File: src/sv/uapq_pkg.sv
// Shared types, codes and the control store for the unsorted-array priority queue.
// Depends on nothing; used by unsorted_array_priority_queue_top.
package uapq_pkg;

    // Command codes carried by each request.
    typedef enum logic [1:0] {
        CMD_ADD         = 2'd0,
        CMD_EXTRACT_MAX = 2'd1,
        CMD_EXTRACT_ALL = 2'd2,
        CMD_CONTAINS    = 2'd3
    } cmd_t;

    // Result status codes.
    localparam logic [2:0] ST_ADDED     = 3'd0;
    localparam logic [2:0] ST_FULL      = 3'd1;
    localparam logic [2:0] ST_EMPTY     = 3'd2;
    localparam logic [2:0] ST_EXTRACTED = 3'd3;
    localparam logic [2:0] ST_CONTAINS  = 3'd4;
    localparam logic [2:0] ST_NONE      = 3'd5;

    // One stored entry.
    typedef struct packed {
        logic signed [15:0] prio;
        logic [31:0]        value;
    } entry_t;

    // Micro-step addresses.
    typedef logic [3:0] step_t;
    localparam step_t STEP_IDLE       = 4'd0;
    localparam step_t STEP_ADD        = 4'd1;
    localparam step_t STEP_MAX_CHECK  = 4'd2;
    localparam step_t STEP_MAX_SCAN   = 4'd3;
    localparam step_t STEP_REWIND     = 4'd4;
    localparam step_t STEP_COMPACT    = 4'd5;
    localparam step_t STEP_FINISH     = 4'd6;
    localparam step_t STEP_SEARCH     = 4'd7;
    localparam step_t STEP_REPORT     = 4'd8;
    localparam step_t STEP_EMPTY      = 4'd9;

    // Datapath actions selected by a control word.
    typedef enum logic [3:0] {
        ACT_WAIT    = 4'd0,
        ACT_ADD     = 4'd1,
        ACT_NOP     = 4'd2,
        ACT_SCAN    = 4'd3,
        ACT_REWIND  = 4'd4,
        ACT_COMPACT = 4'd5,
        ACT_FINISH  = 4'd6,
        ACT_SEARCH  = 4'd7,
        ACT_REPORT  = 4'd8,
        ACT_EMPTY   = 4'd9
    } act_t;

    // Sequencing conditions.
    typedef enum logic [1:0] {
        COND_DISPATCH = 2'd0,
        COND_ALWAYS   = 2'd1,
        COND_WALK     = 2'd2,
        COND_EMPTY    = 2'd3
    } cond_t;

    // One control word: action, jump condition and jump target.
    typedef struct packed {
        act_t  act;
        cond_t cond;
        step_t target;
    } uword_t;

    // The control program. A conditional jump falls through to the next step.
    function automatic uword_t ucode_rom(input step_t step);
        uword_t w;
        unique case (step)
            STEP_IDLE:      w = '{act: ACT_WAIT,    cond: COND_DISPATCH, target: STEP_IDLE};
            STEP_ADD:       w = '{act: ACT_ADD,     cond: COND_ALWAYS,   target: STEP_IDLE};
            STEP_MAX_CHECK: w = '{act: ACT_NOP,     cond: COND_EMPTY,    target: STEP_EMPTY};
            STEP_MAX_SCAN:  w = '{act: ACT_SCAN,    cond: COND_WALK,     target: STEP_MAX_SCAN};
            STEP_REWIND:    w = '{act: ACT_REWIND,  cond: COND_ALWAYS,   target: STEP_COMPACT};
            STEP_COMPACT:   w = '{act: ACT_COMPACT, cond: COND_WALK,     target: STEP_COMPACT};
            STEP_FINISH:    w = '{act: ACT_FINISH,  cond: COND_ALWAYS,   target: STEP_IDLE};
            STEP_SEARCH:    w = '{act: ACT_SEARCH,  cond: COND_WALK,     target: STEP_SEARCH};
            STEP_REPORT:    w = '{act: ACT_REPORT,  cond: COND_ALWAYS,   target: STEP_IDLE};
            STEP_EMPTY:     w = '{act: ACT_EMPTY,   cond: COND_ALWAYS,   target: STEP_IDLE};
            default:        w = '{act: ACT_NOP,     cond: COND_ALWAYS,   target: STEP_IDLE};
        endcase
        return w;
    endfunction

    // Entry step of each command.
    function automatic step_t dispatch(input cmd_t cmd);
        step_t s;
        unique case (cmd)
            CMD_ADD:         s = STEP_ADD;
            CMD_EXTRACT_MAX: s = STEP_MAX_CHECK;
            CMD_EXTRACT_ALL: s = STEP_REWIND;
            CMD_CONTAINS:    s = STEP_SEARCH;
            default:         s = STEP_IDLE;
        endcase
        return s;
    endfunction

endpackage

File: src/sv/unsorted_array_priority_queue_top.sv
// Top level of the unsorted-array priority queue: microcoded sequencer, entry memory, result port.
// Depends on uapq_pkg for types, codes and the control program.

// A request is taken when start is high and busy is low; busy stays high until the command
// has issued its final result. Results cannot be held off: each appears on the result ports
// for one cycle with result_valid high, and the final result of every command has last set.
// Entries live in a single-port-write, registered-read memory that the sequencer walks one
// entry per cycle. Extract-max makes a scan pass for the highest priority, then a compaction
// pass; extract-all and contains each make a single pass over the stored entries.
// Each entry removed by extract-all is reported when the walk reaches the next match, and the
// last one when the walk ends, so its results stream out during the compaction walk.
module unsorted_array_priority_queue_top #(
    parameter int QUEUE_DEPTH = 64
) (
    input  logic               clk,
    input  logic               rst_n,
    input  logic               start,
    output logic               busy,
    input  logic [1:0]         command,
    input  logic signed [31:0] element_value,
    input  logic signed [15:0] priority_value,
    output logic               result_valid,
    output logic [2:0]         status,
    output logic signed [31:0] out_element,
    output logic signed [15:0] out_priority,
    output logic               found,
    output logic               last
);

    localparam int AW    = (QUEUE_DEPTH > 1) ? $clog2(QUEUE_DEPTH) : 1;
    localparam int CNT_W = $clog2(QUEUE_DEPTH + 1);

    // Sequencer state.
    uapq_pkg::step_t  upc_reg, upc_next;
    uapq_pkg::uword_t uw;

    // Request registers.
    uapq_pkg::cmd_t     cmd_reg, cmd_next;
    logic [31:0]        val_reg, val_next;
    logic signed [15:0] prio_reg, prio_next;

    // Walk pointers and memory read stage.
    logic [CNT_W-1:0]   count_reg, count_next;
    logic [CNT_W-1:0]   idx_reg, idx_next;
    logic [CNT_W-1:0]   kept_reg, kept_next;
    logic               rd_valid_reg, rd_valid_next;
    logic [AW-1:0]      rd_idx_reg, rd_idx_next;
    uapq_pkg::entry_t   rd_data_reg;

    // Scan, pending and search state.
    logic [AW-1:0]      best_idx_reg, best_idx_next;
    logic signed [15:0] best_prio_reg, best_prio_next;
    logic               pend_reg, pend_next;
    uapq_pkg::entry_t   pend_data_reg, pend_data_next;
    logic               hit_reg, hit_next;

    // Result registers.
    logic               res_valid_reg, res_valid_next;
    logic [2:0]         status_reg, status_next;
    logic [31:0]        out_elem_reg, out_elem_next;
    logic signed [15:0] out_prio_reg, out_prio_next;
    logic               found_reg, found_next;
    logic               last_reg, last_next;

    // Memory ports.
    uapq_pkg::entry_t   mem_arr [QUEUE_DEPTH];
    logic               mem_we;
    logic [AW-1:0]      mem_waddr;
    uapq_pkg::entry_t   mem_wdata;
    logic [AW-1:0]      rd_addr;

    logic               walk_more;
    logic               walk_busy;
    logic               remove;

    assign uw        = uapq_pkg::ucode_rom(upc_reg);
    assign walk_more = idx_reg < count_reg;
    assign walk_busy = walk_more || rd_valid_reg;
    assign rd_addr   = idx_reg[AW-1:0];

    // An entry is dropped by the compaction pass if it is the chosen maximum or matches.
    assign remove = (cmd_reg == uapq_pkg::CMD_EXTRACT_MAX) ? (rd_idx_reg == best_idx_reg)
                                                           : (rd_data_reg.prio == prio_reg);

    // Entry memory: one write port, one registered read port.
    always_ff @(posedge clk)
    begin
        if (mem_we)
        begin
            mem_arr[mem_waddr] <= mem_wdata;
        end
        rd_data_reg <= mem_arr[rd_addr];
    end

    // Step counter with conditional jumps.
    always_comb
    begin
        upc_next = upc_reg + 4'd1;
        unique case (uw.cond)
            uapq_pkg::COND_DISPATCH:
            begin
                upc_next = start ? uapq_pkg::dispatch(uapq_pkg::cmd_t'(command)) : upc_reg;
            end
            uapq_pkg::COND_ALWAYS:
            begin
                upc_next = uw.target;
            end
            uapq_pkg::COND_WALK:
            begin
                if (walk_busy)
                begin
                    upc_next = uw.target;
                end
            end
            uapq_pkg::COND_EMPTY:
            begin
                if (count_reg == '0)
                begin
                    upc_next = uw.target;
                end
            end
            default:
            begin
                upc_next = uapq_pkg::STEP_IDLE;
            end
        endcase
    end

    // Datapath driven by the action field of the control word.
    always_comb
    begin
        cmd_next       = cmd_reg;
        val_next       = val_reg;
        prio_next      = prio_reg;
        count_next     = count_reg;
        idx_next       = idx_reg;
        kept_next      = kept_reg;
        rd_valid_next  = 1'b0;
        rd_idx_next    = rd_idx_reg;
        best_idx_next  = best_idx_reg;
        best_prio_next = best_prio_reg;
        pend_next      = pend_reg;
        pend_data_next = pend_data_reg;
        hit_next       = hit_reg;
        res_valid_next = 1'b0;
        status_next    = uapq_pkg::ST_ADDED;
        out_elem_next  = '0;
        out_prio_next  = '0;
        found_next     = 1'b0;
        last_next      = 1'b0;
        mem_we         = 1'b0;
        mem_waddr      = kept_reg[AW-1:0];
        mem_wdata      = rd_data_reg;

        // Walking actions issue one memory read per cycle while entries remain.
        if ((uw.act == uapq_pkg::ACT_SCAN || uw.act == uapq_pkg::ACT_COMPACT ||
             uw.act == uapq_pkg::ACT_SEARCH) && walk_more)
        begin
            idx_next      = idx_reg + 1'b1;
            rd_valid_next = 1'b1;
            rd_idx_next   = idx_reg[AW-1:0];
        end

        unique case (uw.act)
            uapq_pkg::ACT_WAIT:
            begin
                if (start)
                begin
                    cmd_next  = uapq_pkg::cmd_t'(command);
                    val_next  = element_value;
                    prio_next = priority_value;
                    idx_next  = '0;
                    kept_next = '0;
                    pend_next = 1'b0;
                    hit_next  = 1'b0;
                end
            end
            uapq_pkg::ACT_ADD:
            begin
                res_valid_next = 1'b1;
                last_next      = 1'b1;
                if (count_reg == CNT_W'(QUEUE_DEPTH))
                begin
                    status_next = uapq_pkg::ST_FULL;
                end
                else
                begin
                    mem_we          = 1'b1;
                    mem_waddr       = count_reg[AW-1:0];
                    mem_wdata.value = val_reg;
                    mem_wdata.prio  = prio_reg;
                    count_next      = count_reg + 1'b1;
                    status_next     = uapq_pkg::ST_ADDED;
                end
            end
            uapq_pkg::ACT_NOP:
            begin
            end
            uapq_pkg::ACT_SCAN:
            begin
                // Strictly greater keeps the earliest entry among equal priorities.
                if (rd_valid_reg && (rd_idx_reg == '0 ||
                    $signed(rd_data_reg.prio) > $signed(best_prio_reg)))
                begin
                    best_idx_next  = rd_idx_reg;
                    best_prio_next = rd_data_reg.prio;
                end
            end
            uapq_pkg::ACT_REWIND:
            begin
                idx_next  = '0;
                kept_next = '0;
                pend_next = 1'b0;
            end
            uapq_pkg::ACT_COMPACT:
            begin
                if (rd_valid_reg)
                begin
                    if (remove)
                    begin
                        // A removed entry is held back so the final one can carry last.
                        if (pend_reg)
                        begin
                            res_valid_next = 1'b1;
                            status_next    = uapq_pkg::ST_EXTRACTED;
                            out_elem_next  = pend_data_reg.value;
                            out_prio_next  = pend_data_reg.prio;
                        end
                        pend_next      = 1'b1;
                        pend_data_next = rd_data_reg;
                    end
                    else
                    begin
                        mem_we    = 1'b1;
                        mem_waddr = kept_reg[AW-1:0];
                        mem_wdata = rd_data_reg;
                        kept_next = kept_reg + 1'b1;
                    end
                end
            end
            uapq_pkg::ACT_FINISH:
            begin
                count_next     = kept_reg;
                res_valid_next = 1'b1;
                last_next      = 1'b1;
                if (pend_reg)
                begin
                    status_next   = uapq_pkg::ST_EXTRACTED;
                    out_elem_next = pend_data_reg.value;
                    out_prio_next = pend_data_reg.prio;
                end
                else
                begin
                    status_next = uapq_pkg::ST_NONE;
                end
                pend_next = 1'b0;
            end
            uapq_pkg::ACT_SEARCH:
            begin
                if (rd_valid_reg && rd_data_reg.value == val_reg)
                begin
                    hit_next = 1'b1;
                end
            end
            uapq_pkg::ACT_REPORT:
            begin
                res_valid_next = 1'b1;
                status_next    = uapq_pkg::ST_CONTAINS;
                found_next     = hit_reg;
                last_next      = 1'b1;
            end
            uapq_pkg::ACT_EMPTY:
            begin
                res_valid_next = 1'b1;
                status_next    = uapq_pkg::ST_EMPTY;
                last_next      = 1'b1;
            end
            default:
            begin
            end
        endcase
    end

    // Control registers.
    always_ff @(posedge clk or negedge rst_n)
    begin
        if (!rst_n)
        begin
            upc_reg       <= uapq_pkg::STEP_IDLE;
            count_reg     <= '0;
            rd_valid_reg  <= 1'b0;
            pend_reg      <= 1'b0;
            res_valid_reg <= 1'b0;
        end
        else
        begin
            upc_reg       <= upc_next;
            count_reg     <= count_next;
            rd_valid_reg  <= rd_valid_next;
            pend_reg      <= pend_next;
            res_valid_reg <= res_valid_next;
        end
    end

    // Payload registers.
    always_ff @(posedge clk)
    begin
        cmd_reg       <= cmd_next;
        val_reg       <= val_next;
        prio_reg      <= prio_next;
        idx_reg       <= idx_next;
        kept_reg      <= kept_next;
        rd_idx_reg    <= rd_idx_next;
        best_idx_reg  <= best_idx_next;
        best_prio_reg <= best_prio_next;
        pend_data_reg <= pend_data_next;
        hit_reg       <= hit_next;
        status_reg    <= status_next;
        out_elem_reg  <= out_elem_next;
        out_prio_reg  <= out_prio_next;
        found_reg     <= found_next;
        last_reg      <= last_next;
    end

    // Result port.
    assign busy         = (upc_reg != uapq_pkg::STEP_IDLE);
    assign result_valid = res_valid_reg;
    assign status       = status_reg;
    assign out_element  = out_elem_reg;
    assign out_priority = out_prio_reg;
    assign found        = found_reg;
    assign last         = last_reg;

endmodule
File: config.mk
export PLATFORM = sky130hd
export DESIGN_NAME = unsorted_array_priority_queue_top
export DESIGN_NICKNAME = d
export VERILOG_FILES = /design/src/sv/uapq_pkg.sv /design/src/sv/unsorted_array_priority_queue_top.sv
export SDC_FILE = /design/constraint.sdc
export NUM_CORES = 2
export LEC_CHECK = 0
export ABC_CLOCK_PERIOD_IN_PS = 10700
export BUFFER_PORTS_ARGS = -buffer_cell sky130_fd_sc_hd__buf_4
export CAP_MARGIN = 20
export CORE_MARGIN = 2
export CORE_UTILIZATION = 66
export CTS_CLUSTER_DIAMETER = 80
export DETAILED_ROUTE_END_ITERATION = 6
export HOLD_SLACK_MARGIN = 0.06
export PLACE_DENSITY = 0.82
export REMOVE_ABC_BUFFERS = 1
export SLEW_MARGIN = 15
export SYNTH_ARGS = -nofsm -noshare
export SYNTH_HDL_FRONTEND = slang
export SYNTH_SLANG_ARGS = --single-unit
File: constraint.sdc
create_clock -name clk -period 10.7 [get_ports clk]
set_input_delay 0.535 -clock clk [delete_from_list [all_inputs] [get_ports clk]]
set_output_delay 0.535 -clock clk [all_outputs]
set_load 0.01 [all_outputs]
## Yosys cells after proc, flatten, opt, wreduce, memory -nomap -nowiden

Memories as Yosys holds them, arrays and structs flattened. A register that Yosys moved wholly into a read port is not among the register bits.
Index checks and enable logic that the tools add are counted.

- Add/sub/neg operators: 4
- $lt $le $gt $ge: 2
- Equality and inequality tests: 26
- Multiplexer cells: 51
- Reduce and logical (&&, ||, !) cells: 26

Operators by type and width:

| operator | number |
|---|---|
| $mux 32 | 3 |
| $mux 48 | 2 |
| $pmux 32 s2 | 1 |
| $mux 16 | 3 |
| $mux 7 | 6 |
| $eq 32x32->1 | 1 |
| $pmux 16 s2 | 1 |
| $pmux 4 s4 | 2 |
| $pmux 7 s2 | 2 |
| $add 7x1->7 const B | 3 |
| $pmux 7 s3 | 1 |
| $eq 16x16->1 | 1 |
| $eq 4x3->1 const B | 4 |
| $gt 16x16->1 | 1 |
| $mux 1 | 16 |
| $pmux 3 s5 | 1 |
| $mux 4 | 3 |
| $mux 6 | 2 |
| $ne 2x2->1 const B | 6 |
| $eq 2x2->1 const B | 4 |
| $eq 4x4->1 const B | 2 |
| $reduce_and 4->1 | 2 |
| $eq 7x7->1 const B | 1 |
| $logic_not 7->1 | 1 |
| other kinds (23) | 40 |

- Bits in registers: 208
- RAM bits: 3072
- Memory bits (read-only): 160
- Input bits: 53
- Memories kept: 2

Memories:

| memory | depth | bits a word | rd ports | clocked after Yosys merged registers in | write ports | RTL line | RTL |
|---|---|---|---|---|---|---|---|
| mem_arr | 64 | 48 | 1 | 1 | 1 | unsorted_array_priority_queue_top.sv:66 | `uapq_pkg::entry_t mem_arr [QUEUE_DEPTH];` |
| (no name shown) | 16 | 10 | 1 | 0 | 0 | uapq_pkg.sv:72 | `unique case (step)` |

## Logic depth before layout (Yosys ltp)

An unclocked memory read counts as a cell.

- Depth after elaboration: 8
- Depth in mapped cells: 10
- Mapped depth without buffers: 8

## Worst setup path after synthesis

No wires, ideal clock.

- Path kind: register -> register
- Start: register prio_reg[14]
- End: register pend_data_reg[0] in the netlist's numbering, enable pin
- Setup time: 513 ps
- Data arrival time: 4567 ps
- Path slack: 5620 ps
- Cell stages (with the launch flop): 6
- Path buffers: 0
- Period minus slack after synthesis: 5080 ps
- Path through: edfxtp_1 > xnor2_1 > nand4_1 > nor3_1 > a21oi_1 > nor3_1

- Word-level cells in the longest chain between the ends: 3

RTL lines:

| what | RTL line | RTL |
|---|---|---|
| start, declared | unsorted_array_priority_queue_top.sv:40 | `logic signed [15:0] prio_reg, prio_next;` |
| start signal, assigned | unsorted_array_priority_queue_top.sv:310 | `prio_reg <= prio_next;` |
| $eq 16x16->1 | unsorted_array_priority_queue_top.sv:83 | `: (rd_data_reg.prio == prio_reg);` |
| $mux 1 | unsorted_array_priority_queue_top.sv:82 | `assign remove = (cmd_reg == uapq_pkg::CMD_EXTRACT_MAX) ? (rd_idx_reg == best_idx_reg)` |
| $reduce_and 3->1 (no source line) | - |  |
| end signal, assigned | unsorted_array_priority_queue_top.sv:316 | `pend_data_reg <= pend_data_next;` |
| end, declared | unsorted_array_priority_queue_top.sv:54 | `uapq_pkg::entry_t pend_data_reg, pend_data_next;` |

No other way between the ends.
A chain may end at the register's enable or synchronous reset.

## Final worst setup path

- Start: register upc_reg[0]
- End: memory mem_arr[4][42] in the netlist's numbering, enable pin

- Word-level cells in the longest chain between the ends: 5
- Elaborated cells on any way between the ends: 7
- Classes of those cells: eq/ne (2); mux (4); memory (1)

RTL lines:

| what | RTL line | RTL |
|---|---|---|
| start, declared | unsorted_array_priority_queue_top.sv:34 | `uapq_pkg::step_t upc_reg, upc_next;` |
| start signal, assigned | unsorted_array_priority_queue_top.sv:289 | `upc_reg <= uapq_pkg::STEP_IDLE;` |
| start signal, assigned | unsorted_array_priority_queue_top.sv:297 | `upc_reg <= upc_next;` |
| $mem_v2 16x10 * | - |  |
| $eq 4x3->1 / $eq 4x1->1 (equally long branches) | unsorted_array_priority_queue_top.sv:164 | `unique case (uw.act)` |
| $pmux 1 s2 | unsorted_array_priority_queue_top.sv:164 |  |
| $mux 1 | unsorted_array_priority_queue_top.sv:88 | `if (mem_we)` |
| $mux 1 (implied by the code) | unsorted_array_priority_queue_top.sv:90 | `mem_arr[mem_waddr] <= mem_wdata;` |
| end, declared | unsorted_array_priority_queue_top.sv:66 |  |

Mark *: on every way between the ends. The rest lies on a longest branch, timed or not.

==> results.md <==
STA:
- The part of the cycle the worst path needs is 49.1%.
- The final period demand of the worst path is 5250 ps.
- Setup violations remaining at the end of the flow were counted as 0.
- The minimum hold slack is 119 ps.
- Across the routed clock network, the largest skew measured is 76.8 ps.
- The worst-margin pin slew is 1270 ps.
- For the final routed database, the setup TNS stands at 0 ps.
- Setup repair after global routing left no endpoint under its margin.
- The count of endpoints failing hold in the final timing report is 0.
- The maximum clock frequency is 0.190 GHz.
- Setup slack closes at 5450 ps.
- The worst pin sits at a relative slew slack of 15.3%.
- The final max-slew violation count is 0.

Cells and area:
- The register with the most flip-flops in the layout has 3,072 of them.
- After the last flow step, the layout net total stands at 6,226.
- Counting the fill cells in the layout gives 9,243.
- The layout-stage area growth over the synthesis result is 12.4%.
- Cells fill 74.7% of the core in the end.
- The summed area of non-filler cells in the final layout is 0.142 mm².
- In the final layout, the share of cells above drive strength 1 is 25.4%.
- The filler-free cell count of the finished design is 8,900.

Setup path:
- STA classifies the critical path startpoint as a register.
- The kind of end point of the critical path is a register.
- The highest fanout seen on the critical path is 49.
- Measured in cells, the most critical reg-to-reg path has a length of 8.
- The largest single stage delay on the critical path is 1010 ps.
- Data on the critical path is required at its endpoint by 11,260 ps.
- Traced cell by cell, the critical path runs through nor2b_1, and2_1, nand2_4, buf_4, a22oi_4, nand2_2, nor2_4, buf_4.
- The most prevalent standard cell on the critical path is sky130_fd_sc_hd__buf_4.
- Data on the critical path arrives at its endpoint at 5810 ps.
- The largest individual stage delay along the critical path comes from the cell sky130_fd_sc_hd__nor2_4.
- The register-to-register path setup slack is 5450 ps.
- The worst setup path is of the reg2reg kind.

Route:
- After the first detailed-routing iteration, the DRC count stood at 12,500.
- The highest layer touched by signal routing is met5.
- The routed layout has 67,500 vias.
- Summed over all nets, wire length on met2 after detailed routing comes to 175,000 µm.
- The via-per-instance ratio is 7.59.
- The detail route stage leaves a number of antenna-violating nets equal to 0.
- The wire length per cell is 42.0 µm.
- The first-pass iteration count of the detailed router is 7.
- The detailed route wirelength on metal3 is 55,200 µm.
- The post-route DRC violation count is 10.
- Wires add up to 374,000 µm.
- The routed metal-1 wire length is 111,000 µm.

Yosys:
- After Yosys synthesis, XOR and XNOR cells account for 0.451% of the synthesized area.
- The post-synthesis sequential area ratio is 78.2%.
- In this run the biggest area consumer among cell types represents 76.2% of the synthesized area.
- The cell taking the most area after synthesis is sky130_fd_sc_hd__edfxtp_1.
- After synthesis, the share of flip-flops with an asynchronous set or reset is 0.421%.
- By instance count, the leading cell after synthesis is sky130_fd_sc_hd__edfxtp_1.
- By count the netlist is led by sky130_fd_sc_hd__edfxtp_1 (3,206), sky130_fd_sc_hd__mux4_2 (768), sky130_fd_sc_hd__nand2_1 (254), sky130_fd_sc_hd__clkbuf_1 (180), sky130_fd_sc_hd__a22oi_1 (177).
- Synthesis handed over a netlist of 5,758 instances.
- The compound-cell area share of the yosys netlist is 3.02%.
- The synthesized flop and latch total is 3,328.
- The adder-cell area share of the yosys netlist is 0.357%.
- Among all flip-flop cells after synthesis, the most frequent one is sky130_fd_sc_hd__edfxtp_1.
- In this run, distinct cell masters in the synthesized netlist total 65.
- By area the synthesized netlist is led by sky130_fd_sc_hd__edfxtp_1 (76%), sky130_fd_sc_hd__mux4_2 (14%), sky130_fd_sc_hd__dfxtp_1 (1.7%).
- The Yosys step of the flow raised 0 warnings.
- Summing the areas of all and, or, nand and nor instances in the mapped netlist gives 1.96% of the synthesized area.
- After synthesis, the largest family of logic cells by area is multiplexers.
- Of the post-synthesis cell area, the part taken by muxes is 14.9%.
- The synthesized area is 0.126 mm².
- The number of enable-type register cells in the synthesized netlist is 3,206.
- Averaged over all synthesized cells, the footprint is 21.9 µm².

Clocking:
- The total clock buffers created by CTS is 329.
- The cell at the root of the clock tree is sky130_fd_sc_hd__clkbuf_16.
- For this design, the sink count on the clock tree is 3,328.
- For this design, the CTS-stage hold fixing added 52 buffers.
- The clock reaches the later pin of the worst-skew pair after 960 ps.
- The number of buffers inserted by post-CTS setup repair is 0.
- Post-CTS repair changed the size of 0 cells.
- No sink is reached through more buffers than the 4 on the longest clock path.
- The clock tree from TritonCTS is yes.
- Clock-pin slew was measured on the worst setup and hold paths at 70 ps.
- The maximum level of the CTS H-tree is 5.

Power:
- In this run the power density over the cells is 277 mW/mm².
- Registers are responsible for 46.2% of the overall power.
- The total design power is 39.4 mW.
- The internal portion of the total power is 27.2 mW.
- Net switching is 31.0% of the power.
- The relative contribution of combinational cells to total power is 24.9%.
- Across the VDD grid, the largest voltage drop is 0.260 mV.
- The reported net switching power is 12.2 mW.
- The leakage power of the design is 44.2 nW.
- The fraction of power consumed by the clock network is 28.9%.

GRT:
- The total grt overflow is 0.
- The initial antenna violation count is 9.
- Entering global routing, the biggest net connects 157 pins.
- The first global-routing pass estimated 518,000 µm of wire.
- For this run, the total global-route usage over all layers was measured as 38.8%.
- The number of global-route vias before repair came to 68,200.

Worst hold path:
- The worst hold-check path type is in2reg.
- The cell depth of the worst min-delay path is 4.

Floorplanning:
- The number of I/O pins is 108.
- The width of the die is 442 µm.
- The die covers 0.195 mm².
- The die span in y is 442 µm.
- The standard-cell row count is 160.
- The starting density of the core is 66.4%.
- The core area is 0.190 mm².

Place:
- The number of placed cells counting well taps is 8,260.
- The quantity of I/O buffers inserted on ports is 107.
- After legalization and detailed placement, the total HPWL measured 183,000 µm.
- At the end of routability-driven placement, the weighted congestion stood at 0.875.
- The area after detailed placement is 0.131 mm².
- Before CTS, the worst setup slack after placement is 5620 ps.

Run status:
- The checks that failed: DRC.
- The flow ran to the end, but the final reports show violations.

Job:
- Across the run, the number of max-cap violations was 0.
## final timing paths
kind,start,endpoint
setup / recovery,upc_reg[0],mem_arr[4][42]
hold / removal,start,idx_reg[4]
setup reg to reg,upc_reg[0],mem_arr[4][42]
hold reg to reg,pend_data_reg[6],out_element[6]
max in group asynchronous,rst_n,upc_reg[0]
min in group asynchronous,rst_n,count_reg[3]
## cells in the final DEF (no fill, tap or decap), drive strengths merged, types with 100 or more instances in the layout
cell type	n
buf	312
dfxtp	108
mux4	768
a22oi	178
nand2	258
o211ai	103
edfxtp	3206
clkinv	100
clkbuf	443
nor2	103
mux2i	148
## power groups by stage
stage / Sequential [mW] / Combinational [mW] / Clock [mW]
2_1_floorplan: 18.8 / 7.38 / 0
3_5_place_dp: 18.4 / 9.20 / 0
4_1_cts: 18.2 / 9.52 / 11.4
5_1_grt: 18.2 / 10.2 / 11.8
6_report: 18.2 / 9.82 / 11.4
3_3_place_gp: 18.4 / 8.79 / 0
## worst max-delay path: cells and delay by family, from the launching register on
family	cells	cell delay, ps
AOI/OAI and AO/OA	1	500
buffers and inverters	2	1270
DFF	1	590
and+or+nand+nor	5	2450
## kinds of logic after synthesis
kind of cell,after synthesis
XOR/XNOR,65
flip-flops,3328
AO/OA/AOI/OAI,510
buffers and inverters,351
AND/OR/NAND/NOR,551
adder cells (fa/ha/maj),36
multiplexers,917
## layer usage
metal | GRT usage (%) | vias to the layer above
met5 | 0.806 | -
met4 | 26.6 | 10
met3 | 10.4 | 1519
met2 | 59.4 | 6990
met1 | 49.3 | 34100
li1 | - | 24900
## cell type report
| class | instances | area [µm²] | share of cell area, % |
|---|---|---|---|
| repair buffers | 364 | 3050 | 2.15 |
| multi-input cells | 2079 | 26700 | 18.8 |
| well taps | 2511 | 3140 | 2.21 |
| clock inverters | 135 | 1280 | 0.898 |
| clock buffers | 443 | 8970 | 6.31 |
| inverters | 35 | 131 | 0.0925 |
| diodes | 5 | 12.5 | 0.00881 |
| flip-flops and latches | 3328 | 98800 | 69.6 |
Note: power is estimated with default switching activity, not from simulation.
